## src/rtl/shwd_pkg.sv

```systemverilog
// ----------------------------------------------------------------------------
// shwd_pkg
// Shared types, constants and the take-step arithmetic of the subsequence
// scoring block.
// ----------------------------------------------------------------------------
package shwd_pkg;

	// Default sizes of the band.
	localparam int MAX_SEED_LEN   = 32;
	localparam int MAX_WINDOW_LEN = 64;

	// Fixed field widths.
	localparam int VAL_W   = 54;
	localparam int WGT_W   = 47;
	localparam int SCORE_W = 53;
	localparam int SEED_W  = 64;
	localparam int DATA_W  = 64;
	localparam int ADDR_W  = 5;

	typedef logic signed [VAL_W-1:0] val_t;

	// Register indexes on the configuration port.
	typedef logic [1:0] reg_idx_t;
	localparam reg_idx_t REG_SEED_LEN = 2'd0;
	localparam reg_idx_t REG_WIN_LEN  = 2'd1;
	localparam reg_idx_t REG_THRESH   = 2'd2;

	// Request opcodes.
	localparam logic OP_TABLE  = 1'b0;
	localparam logic OP_LETTER = 1'b1;

	typedef enum logic [2:0] {
		ST_IDLE,
		ST_ROW,
		ST_SCORE,
		ST_RD,
		ST_USE,
		ST_OUT
	} state_t;

	// Controls broadcast to every cell of the chain.
	typedef struct packed {
		logic             tbl_we;
		logic [4:0]       tbl_pos;
		logic [1:0]       letter;
		logic [WGT_W-1:0] weight;
		logic             keep;
		logic             add;
		logic             calc;
		logic             upd;
	} cell_ctrl_t;

	// Controls for the backtrack unit.
	typedef struct packed {
		logic wr;
		logic start;
		logic rd;
		logic step;
	} trace_ctrl_t;

	// Keep or negate the running value, then add or subtract the weight.
	function automatic val_t take(input val_t v, input logic [WGT_W-1:0] w,
			input logic keep, input logic add);
		val_t a;
		val_t we;
		a  = keep ? v : -v;
		we = val_t'({{(VAL_W-WGT_W){1'b0}}, w});
		return add ? a + we : a - we;
	endfunction

endpackage

```

## src/rtl/shwd_cell.sv

```systemverilog
// ----------------------------------------------------------------------------
// shwd_cell
// One column of the band DP: holds its table entries and the minimum and
// maximum of its column, fed by the left neighbor every row.
// ----------------------------------------------------------------------------
module shwd_cell #(
	parameter int IDX            = 0,
	parameter int MAX_WINDOW_LEN = shwd_pkg::MAX_WINDOW_LEN
) (
	input  logic                                clk,
	input  logic                                arst_n,
	input  shwd_pkg::cell_ctrl_t                ctl,
	input  logic [$clog2(MAX_WINDOW_LEN+1)-1:0] lc,
	input  shwd_pkg::val_t                      left_mn,
	input  shwd_pkg::val_t                      left_mx,
	output shwd_pkg::val_t                      mn,
	output shwd_pkg::val_t                      mx,
	output logic [3:0]                          flags
);

	logic [shwd_pkg::WGT_W-1:0] weight_q [4];
	logic [1:0]                 sign_q   [4];
	shwd_pkg::val_t             mn_q, mx_q;
	shwd_pkg::val_t             v1_s1, v2_s1;
	logic                       valid_s1;
	shwd_pkg::val_t             mn_n, mx_n;

	// Table entries for this seed position.
	always_ff @(posedge clk) begin
		if (ctl.tbl_we && int'(ctl.tbl_pos) == IDX) begin
			weight_q[ctl.letter] <= ctl.weight;
			sign_q[ctl.letter]   <= {ctl.add, ctl.keep};
		end
	end

	// First half of a row: both take candidates from the left column.
	always_ff @(posedge clk) begin
		if (ctl.calc) begin
			v1_s1    <= shwd_pkg::take(left_mn, weight_q[ctl.letter],
				sign_q[ctl.letter][0], sign_q[ctl.letter][1]);
			v2_s1    <= shwd_pkg::take(left_mx, weight_q[ctl.letter],
				sign_q[ctl.letter][0], sign_q[ctl.letter][1]);
			valid_s1 <= int'(lc) >= IDX + 1;
		end
	end

	// Second half: compare against the up cell, ties go to the take path.
	always_comb begin
		mn_n  = mn_q;
		mx_n  = mx_q;
		flags = 4'b1000;
		if (v1_s1 < v2_s1) begin
			if (!valid_s1 || v1_s1 <= mn_q) begin
				mn_n       = v1_s1;
				flags[1:0] = 2'b01;
			end
			if (!valid_s1 || v2_s1 >= mx_q) begin
				mx_n       = v2_s1;
				flags[3:2] = 2'b11;
			end
		end else begin
			if (!valid_s1 || v2_s1 <= mn_q) begin
				mn_n       = v2_s1;
				flags[1:0] = 2'b11;
			end
			if (!valid_s1 || v1_s1 >= mx_q) begin
				mx_n       = v1_s1;
				flags[3:2] = 2'b01;
			end
		end
	end

	always_ff @(posedge clk or negedge arst_n) begin
		if (!arst_n) begin
			mn_q <= '0;
			mx_q <= '0;
		end else if (ctl.upd) begin
			mn_q <= mn_n;
			mx_q <= mx_n;
		end
	end

	assign mn = mn_q;
	assign mx = mx_q;

endmodule

```

## config.mk

```make
export PLATFORM = sky130hd
export DESIGN_NAME = shwd_cell
export DESIGN_NICKNAME = d
export VERILOG_FILES = /design/src/rtl/shwd_pkg.sv /design/src/rtl/shwd_cell.sv
export SDC_FILE = /design/constraint.sdc
export NUM_CORES = 1
export LEC_CHECK = 0
export BUFFER_PORTS_ARGS = -buffer_cell sky130_fd_sc_hd__buf_4
export CAP_MARGIN = 15
export CORE_MARGIN = 2
export CORE_UTILIZATION = 40
export DETAILED_ROUTE_END_ITERATION = 7
export GPL_ROUTABILITY_DRIVEN = 0
export HOLD_SLACK_MARGIN = 0.15
export PLACE_DENSITY_LB_ADDON = 0.25
export SLEW_MARGIN = 20
export SYNTH_ARGS = -nofsm -noshare
export SYNTH_HDL_FRONTEND = slang
export SYNTH_SLANG_ARGS = --single-unit
```

## constraint.sdc

```tcl
create_clock -name clk -period 6.7 [get_ports clk]
set_input_delay 0.335 -clock clk [delete_from_list [all_inputs] [get_ports clk]]
set_output_delay 0.335 -clock clk [all_outputs]
set_load 0.1 [all_outputs]
```

==> results of run 1 <==
==> flip-flops by register name (all words and copies together), names as in the netlist <==
signal / cells
sign_q: 8
v2_s1: 54
valid_s1: 1
v1_s1: 54
mn: 54
mx: 54
weight_q: 188
==> cells by family (layout without fill, tap and decap cells) <==
group	count (synthesis)	in the layout	synth area share, %
adder cells (fa/ha/maj)	379	379	15.4
AO/OA/AOI/OAI	923	923	19.2
other	0	1	0
XOR/XNOR	270	270	8.07
flip-flops	413	413	38.4
AND/OR/NAND/NOR	632	632	10.9
buffers and inverters	321	704	4.10
multiplexers	59	59	3.92
==> critical path, stage by stage (launching register included) <==
cell and delay (ns):
edfxtp_1 0.37, mux4_2 0.55, or4_4 0.61, or4_1 0.56
or4_1 0.62, nor4_1 0.68, buf_4 0.26, a21oi_1 0.07
xor2_1 0.29, ha_1 0.35, a21o_1 0.21, a21o_1 0.17
a21o_1 0.20, a21oi_1 0.14, nor2b_1 0.06, o21ai_0 0.14
nand2b_1 0.08, a221oi_1 0.40, xnor2_1 0.11
==> per-layer routing <==
layer | wire, um | GRT usage, % | up-vias
li1 | - | - | 12100
met1 | 42700 | 32.3 | 11900
met2 | 41000 | 36.1 | 772
met3 | 5400 | 2.78 | 159
met4 | 3450 | 8.81 | 4
met5 | 24 | 0 | -
==> Yosys cell counts, drive strengths merged (7+ instances only) <==
library cell  number
ha               376
edfxtp           305
a21oi            263
inv              231
a21o             171
nor2             157
xnor2            136
xor2             127
dfrtp            108
o22ai            107
o21ai            105
nand2             99
a31oi             95
clkbuf            73
nand4             73
nor3              56
mux4              49
nor2b             47
nand2b            37
nor4              32
o21a              30
nand3             29
o31ai             23
or4               20
a211oi            19
and3              18
o21bai            18
buf               17
and2              14
or3               14
o211ai            13
a221oi            11
o41ai             10
and4               8
a21boi             7
==> cell usage in the layout (no fill, tap or decap), types with 108 or more instances in the layout <==
cell / netlist / final
a21o_1: 171 / 171
a21oi_1: 262 / 262
buf_4: 1 / 336
dfrtp_1: 108 / 108
edfxtp_1: 305 / 305
ha_1: 376 / 376
inv_1: 231 / 231
nor2_1: 157 / 155
xnor2_1: 134 / 134
xor2_1: 127 / 127
==> area by class of cell <==
type,instances,area (um2),share of cell area (%)
multi-input cells,2263,17800,48.8
flip-flops and latches,413,11900,32.6
repair buffers,392,3090,8.49
well taps,1030,1290,3.54
clock buffers,51,1190,3.27
inverters,231,867,2.38
clock inverters,30,347,0.951
diodes,1,2.50,0.00687
==> final timing paths <==
| kind | from | end | cells past startpoint |
|---|---|---|---|
| hold / removal | ctl[1] | v2_s1[49]$_DFFE_PP_ | 1 |
| max in group asynchronous | arst_n | mx[52]$_DFFE_PN0P_ | 3 |
| setup / recovery | weight_q[3][9]$_DFFE_PP_ | v1_s1[53]$_DFFE_PP_ | 18 |
| hold reg to reg | mn[1]$_DFFE_PN0P_ | mn[1]$_DFFE_PN0P_ | 2 |
| setup reg to reg | weight_q[3][9]$_DFFE_PP_ | v1_s1[53]$_DFFE_PP_ | 18 |
| min in group asynchronous | arst_n | mn[6]$_DFFE_PN0P_ | 2 |
==> power by group through the flow <==
stage,Sequential (mW),Clock [mW],Combinational [mW]
after floorplan,6.04,0,3.98
after global placement,4.02,0,8.18
after detailed placement,4.02,0,8.25
after CTS,3.97,2.64,8.32
after global routing,4.04,2.73,9.08
final,3.99,2.59,8.34
==> per-stage QoR <==
stage	total power [mW]	hold slack, ns	util, %	instance area [um2]
final	14.9	0.186	47.8	36400
after global routing	15.8	0.188	47.8	36400
after CTS	14.9	0.167	47.8	36400
after detailed placement	12.3	0.479	45.0	34300
after global placement	12.2	0.475	45.0	34300
after floorplan	10.0	0.0394	-	30900
==> repair_timing <==
action / CTS / global route
hold endpoints to repair: 262 / 0
resized for setup: 0 / 0
hold buffers: 55 / 0
==> results_dict.tcl, run 1 <==
set metrics [dict create \
    fillerInstances 7061 \
    ys_seq_area_share_pct 38.4 \
    tns_ns 0 \
    final-max-slew-violation-count 0 \
    hold_viol 0 \
    stdcell_count 4411 \
    nNetsFinal 3900 \
    r2r_slack_ns 0.57 \
    yosysTopAreaCellShare_pct 29.7 \
    clockBufferDepth 3 \
    clk_pin_slew_ns 0.06 \
    viasPerCell 5.67 \
    grt_max_degree 108 \
    antenna_left 0 \
    worst_pin_slew_ns 1.06 \
    die_area_um2 79400 \
    cap_violations 0 \
    p_leak_nw 15.9 \
    rsz0062_at_grt "no" \
    cts.htree.levels 2 \
    hpwl_um 74500 \
    critical_path_required_ns 7.01 \
    netlist_instances 2997 \
    drc_errors 0 \
    power_frac_comb_pct 55.9 \
    die_y_um 282 \
    synth_seq_cells 413 \
    ys_warn_count 0 \
    critPathLaunchType "flip-flop" \
    vias 25000 \
    wl_per_cell_um 21.0 \
    clkSinkCount 413 \
    period_needed_ns 6.13 \
    post_cts_buffers 0 \
    post-place-ws_ns 0.123 \
    p_sw_mw 7.34 \
    cp_max_fo 7 \
    power_frac_seq_pct 26.7 \
    post-route-period-util_pct 91.5 \
    first_iter_violations 2079 \
    place_inst 4274 \
    drive_above_1_share_pct 14.6 \
    intPower_mw 7.57 \
    power_density_nw_per_um2 409 \
    syn_area_um2 30900 \
    totalWireLength_um 92600 \
    p_sw_share_pct 49.2 \
    syn_nets 3551 \
    synth.distinct_cells 94 \
    ys.flop_type "edfxtp_1" \
    grt_antenna_before_repair 4 \
    crit_type "flip-flop to flip-flop" \
    synthToLayoutAreaGrowth_pct 18.0 \
    cts_buffers 45 \
    synth.area.top_cells "edfxtp_1 (30%), ha_1 (15%), dfrtp_1 (8.8%), a21oi_1 (4.2%), a21o_1 (4.2%)" \
    core_area_um2 76200 \
    post-synth-top-area-cell "edfxtp_1" \
    cts_tree "done" \
    maxSlewHeadroom_pct 28.7 \
    worstSetupEndpointType "flip-flop" \
    grt_usage_pct 23.0 \
    peakVddDrop_v 0.000510 \
    finalSetupViolations 0 \
    grt_pass1_vias 24400 \
    first_pass_iters 6 \
    rows 101 \
    start_util_pct 40.5 \
    max_freq_mhz 163 \
    async_reset_ff_share_pct 26.2 \
    pwr-share-clk_pct 17.3 \
    dieWidth_um 282 \
    timing.final.ws_setup_ns 0.568 \
    cp_data_arrival_time_ns 6.44 \
    syn-mean-instance-area_um2 10.3 \
    synth_edf_count 305 \
    grt_pass1_wl_um 140000 \
    io_pins 288 \
    portBuffers 287 \
    hold_class "input port to flip-flop" \
    grt-ovfl-total 0 \
    skew_ns 0.0264 \
    root_buffer "clkbuf_16" \
    status "complete, no violations" \
    clk_latency_ns 0.59 \
]
Note: power is estimated with default switching activity, not from simulation.
==> run 2: changes to the inputs <==
Settings changed: PLACE_DENSITY set to 0.56, PLACE_DENSITY_LB_ADDON 0.25 to unset.
==> results_dict.tcl, run 2 (synthesized netlist as in run 1, its figures left out) <==
set metrics [dict create \
    hold_end "v2_s1[53]$_DFFE_PP_" \
    cts.htree.levels 2 \
    totalWireLength_um 97900 \
    worst_pin_slew_ns 1.19 \
    grt_max_degree 77 \
    hp-start "ctl[1]" \
    nNetsFinal 3909 \
    fillerInstances 6948 \
    grt_pass1_wl_um 148000 \
    final-max-slew-violation-count 0 \
    core_area_um2 76200 \
    cp_data_arrival_time_ns 6.54 \
    layout_commonest_cell "ha_1" \
    die_y_um 282 \
    grt_pass1_vias 25900 \
    dieWidth_um 282 \
    critical-path-max-stage-delay_ns 0.57 \
    cap_violations 0 \
    grt-ovfl-total 0 \
    r2r_slack_ns 0.48 \
    cts_hold_buffers 55 \
    first_iter_violations 2214 \
    fin_hold_ws_ns 0.222 \
    cp_max_fo 6 \
    r2r-start "weight_q[3][0]$_DFFE_PP_" \
    start_util_pct 40.5 \
    crit_type "flip-flop to flip-flop" \
    post_cts_buffers 0 \
    drive_above_1_share_pct 14.9 \
    rows 101 \
    cts_tree "done" \
    regMostFlops "weight_q" \
    grt_usage_pct 24.2 \
    wl_per_cell_um 22.1 \
    maxSlewHeadroom_pct 19.8 \
    portBuffers 287 \
    tns_ns 0 \
    hold_viol 0 \
    first_pass_iters 6 \
    finalSetupViolations 0 \
    critical_path.slowest_cell "mux4_2" \
    period_needed_ns 6.22 \
    max_freq_mhz 161 \
    cts_resized 0 \
    grt_antenna_before_repair 0 \
    status "complete, no violations" \
    clk_latency_ns 0.60 \
    post-route-period-util_pct 92.8 \
    total_power_mw 15.2 \
    clk_pin_slew_ns 0.06 \
    vias 26000 \
    critical_path_required_ns 7.03 \
    io_pins 288 \
    hpwl_um 78300 \
    r2r_cells 24 \
    cts_buffers 46 \
    drc_errors 0 \
    power_density_nw_per_um2 416 \
    synthToLayoutAreaGrowth_pct 18.7 \
    worstSetupEndpointType "flip-flop" \
    final_util_pct 48.1 \
    r2r-end "v1_s1[51]$_DFFE_PP_" \
    most-common-layout-cells "ha_1 (376), buf_4 (342), edfxtp_1 (305), a21oi_1 (262), inv_1 (231)" \
    antenna_left 0 \
    hold_class "input port to flip-flop" \
    viasPerCell 5.87 \
    min_path_cells 1 \
    clockBufferDepth 3 \
    skew_ns 0.0164 \
    rsz0062_at_grt "no" \
    critPathLaunchType "flip-flop" \
    p_leak_nw 16.1 \
    clkSinkCount 413 \
    peakVddDrop_v 0.000400 \
    largest_reg_flops 188 \
    die_area_um2 79400 \
    crit_chain "mux4_2 -> inv_1 -> ha_1 -> inv_1 -> nor3_1 -> nand2_1 -> nor2_1 -> nor2_1 -> xnor2_1 -> ha_1 -> a21o_1 -> or3_1 -> a21oi_1 -> o21ai_0 -> a21o_1 -> nand2b_1 -> o2111ai_1 -> o21ai_1 -> buf_4 -> a2111oi_4 -> o21bai_1 -> a221o_1 -> a211oi_2 -> xnor2_1" \
    root_buffer "clkbuf_16" \
]
[run 2: changes by cell type in the layout (fill, tap and decap cells not counted), sizes merged]
cell    delta
diode      +1
inv        -1
bufinv     +4
buf        +8
clkinv     -2
clkbuf     +4
[run 2: critical path, delay by kind of cell, from the launching register on]
kind / cells / cell delay (ns)
xor gates and xnor gates: 2 / 0.44
AOI/OAI and AO/OA: 10 / 2.24
muxes: 1 / 0.57
and+or+nand+nor: 6 / 1.52
adders and majority gates: 2 / 0.50
buffers and inverters: 3 / 0.32
DFF: 1 / 0.37
[run 2: layout make-up]
| type | count | area, um2 | area share (%) |
|---|---|---|---|
| Antenna cell | 2 | 5.00 | 0.0137 |
| Timing Repair Buffer | 400 | 3190 | 8.69 |
| Inverter | 231 | 867 | 2.37 |
| Tap cell | 1030 | 1290 | 3.52 |
| Multi-Input combinational cell | 2263 | 17800 | 48.5 |
| Sequential cell | 413 | 11900 | 32.4 |
| Clock buffer | 55 | 1210 | 3.29 |
| Clock inverter | 31 | 465 | 1.27 |
[run 2: power by group]
group	internal, mW	total, mW	switching, mW	leakage, nW
logic	2.69	8.47	5.78	11.2
clock network	1.72	2.79	1.07	0.807
registers	3.36	3.98	0.618	4.02
[run 2: per-layer routing]
| metal | vias to the layer above | share of wire [%] | track usage [%] |
|---|---|---|---|
| met1 | 12600 | 44 | 33.6 |
| met3 | 221 | 6.7 | 3.07 |
| li1 | 12100 | - | - |
| met2 | 1023 | 45 | 38.3 |
| met5 | - | 0 | 0 |
| met4 | 0 | 4.4 | 9.97 |
[run 2: worst max path at each step]
stage                                        start             endpoint  slack (ns)
after detailed placement                   ctl[51]  v1_s1[53]$_DFFE_PP_       -0.07
after floorplan                            ctl[52]  v1_s1[46]$_DFFE_PP_        0.58
final                     weight_q[3][0]$_DFFE_PP_  v1_s1[51]$_DFFE_PP_        0.48
after CTS                 weight_q[3][0]$_DFFE_PP_  v1_s1[51]$_DFFE_PP_        0.52
after global placement                     ctl[51]  v1_s1[53]$_DFFE_PP_       -0.12
after global routing                       ctl[51]  v1_s1[53]$_DFFE_PP_        0.05
[run 2: metrics by stage]
| stage | cells | instance area [um2] | worst slack (ns) |
|---|---|---|---|
| global placement | 4281 | 34400 | -0.120 |
| CTS | 4422 | 36600 | 0.521 |
| detailed placement | 4281 | 34400 | -0.0738 |
| finish | 4425 | 36600 | 0.482 |
| floorplan | 2997 | 30900 | 0.575 |
| global route | 4423 | 36600 | 0.0540 |
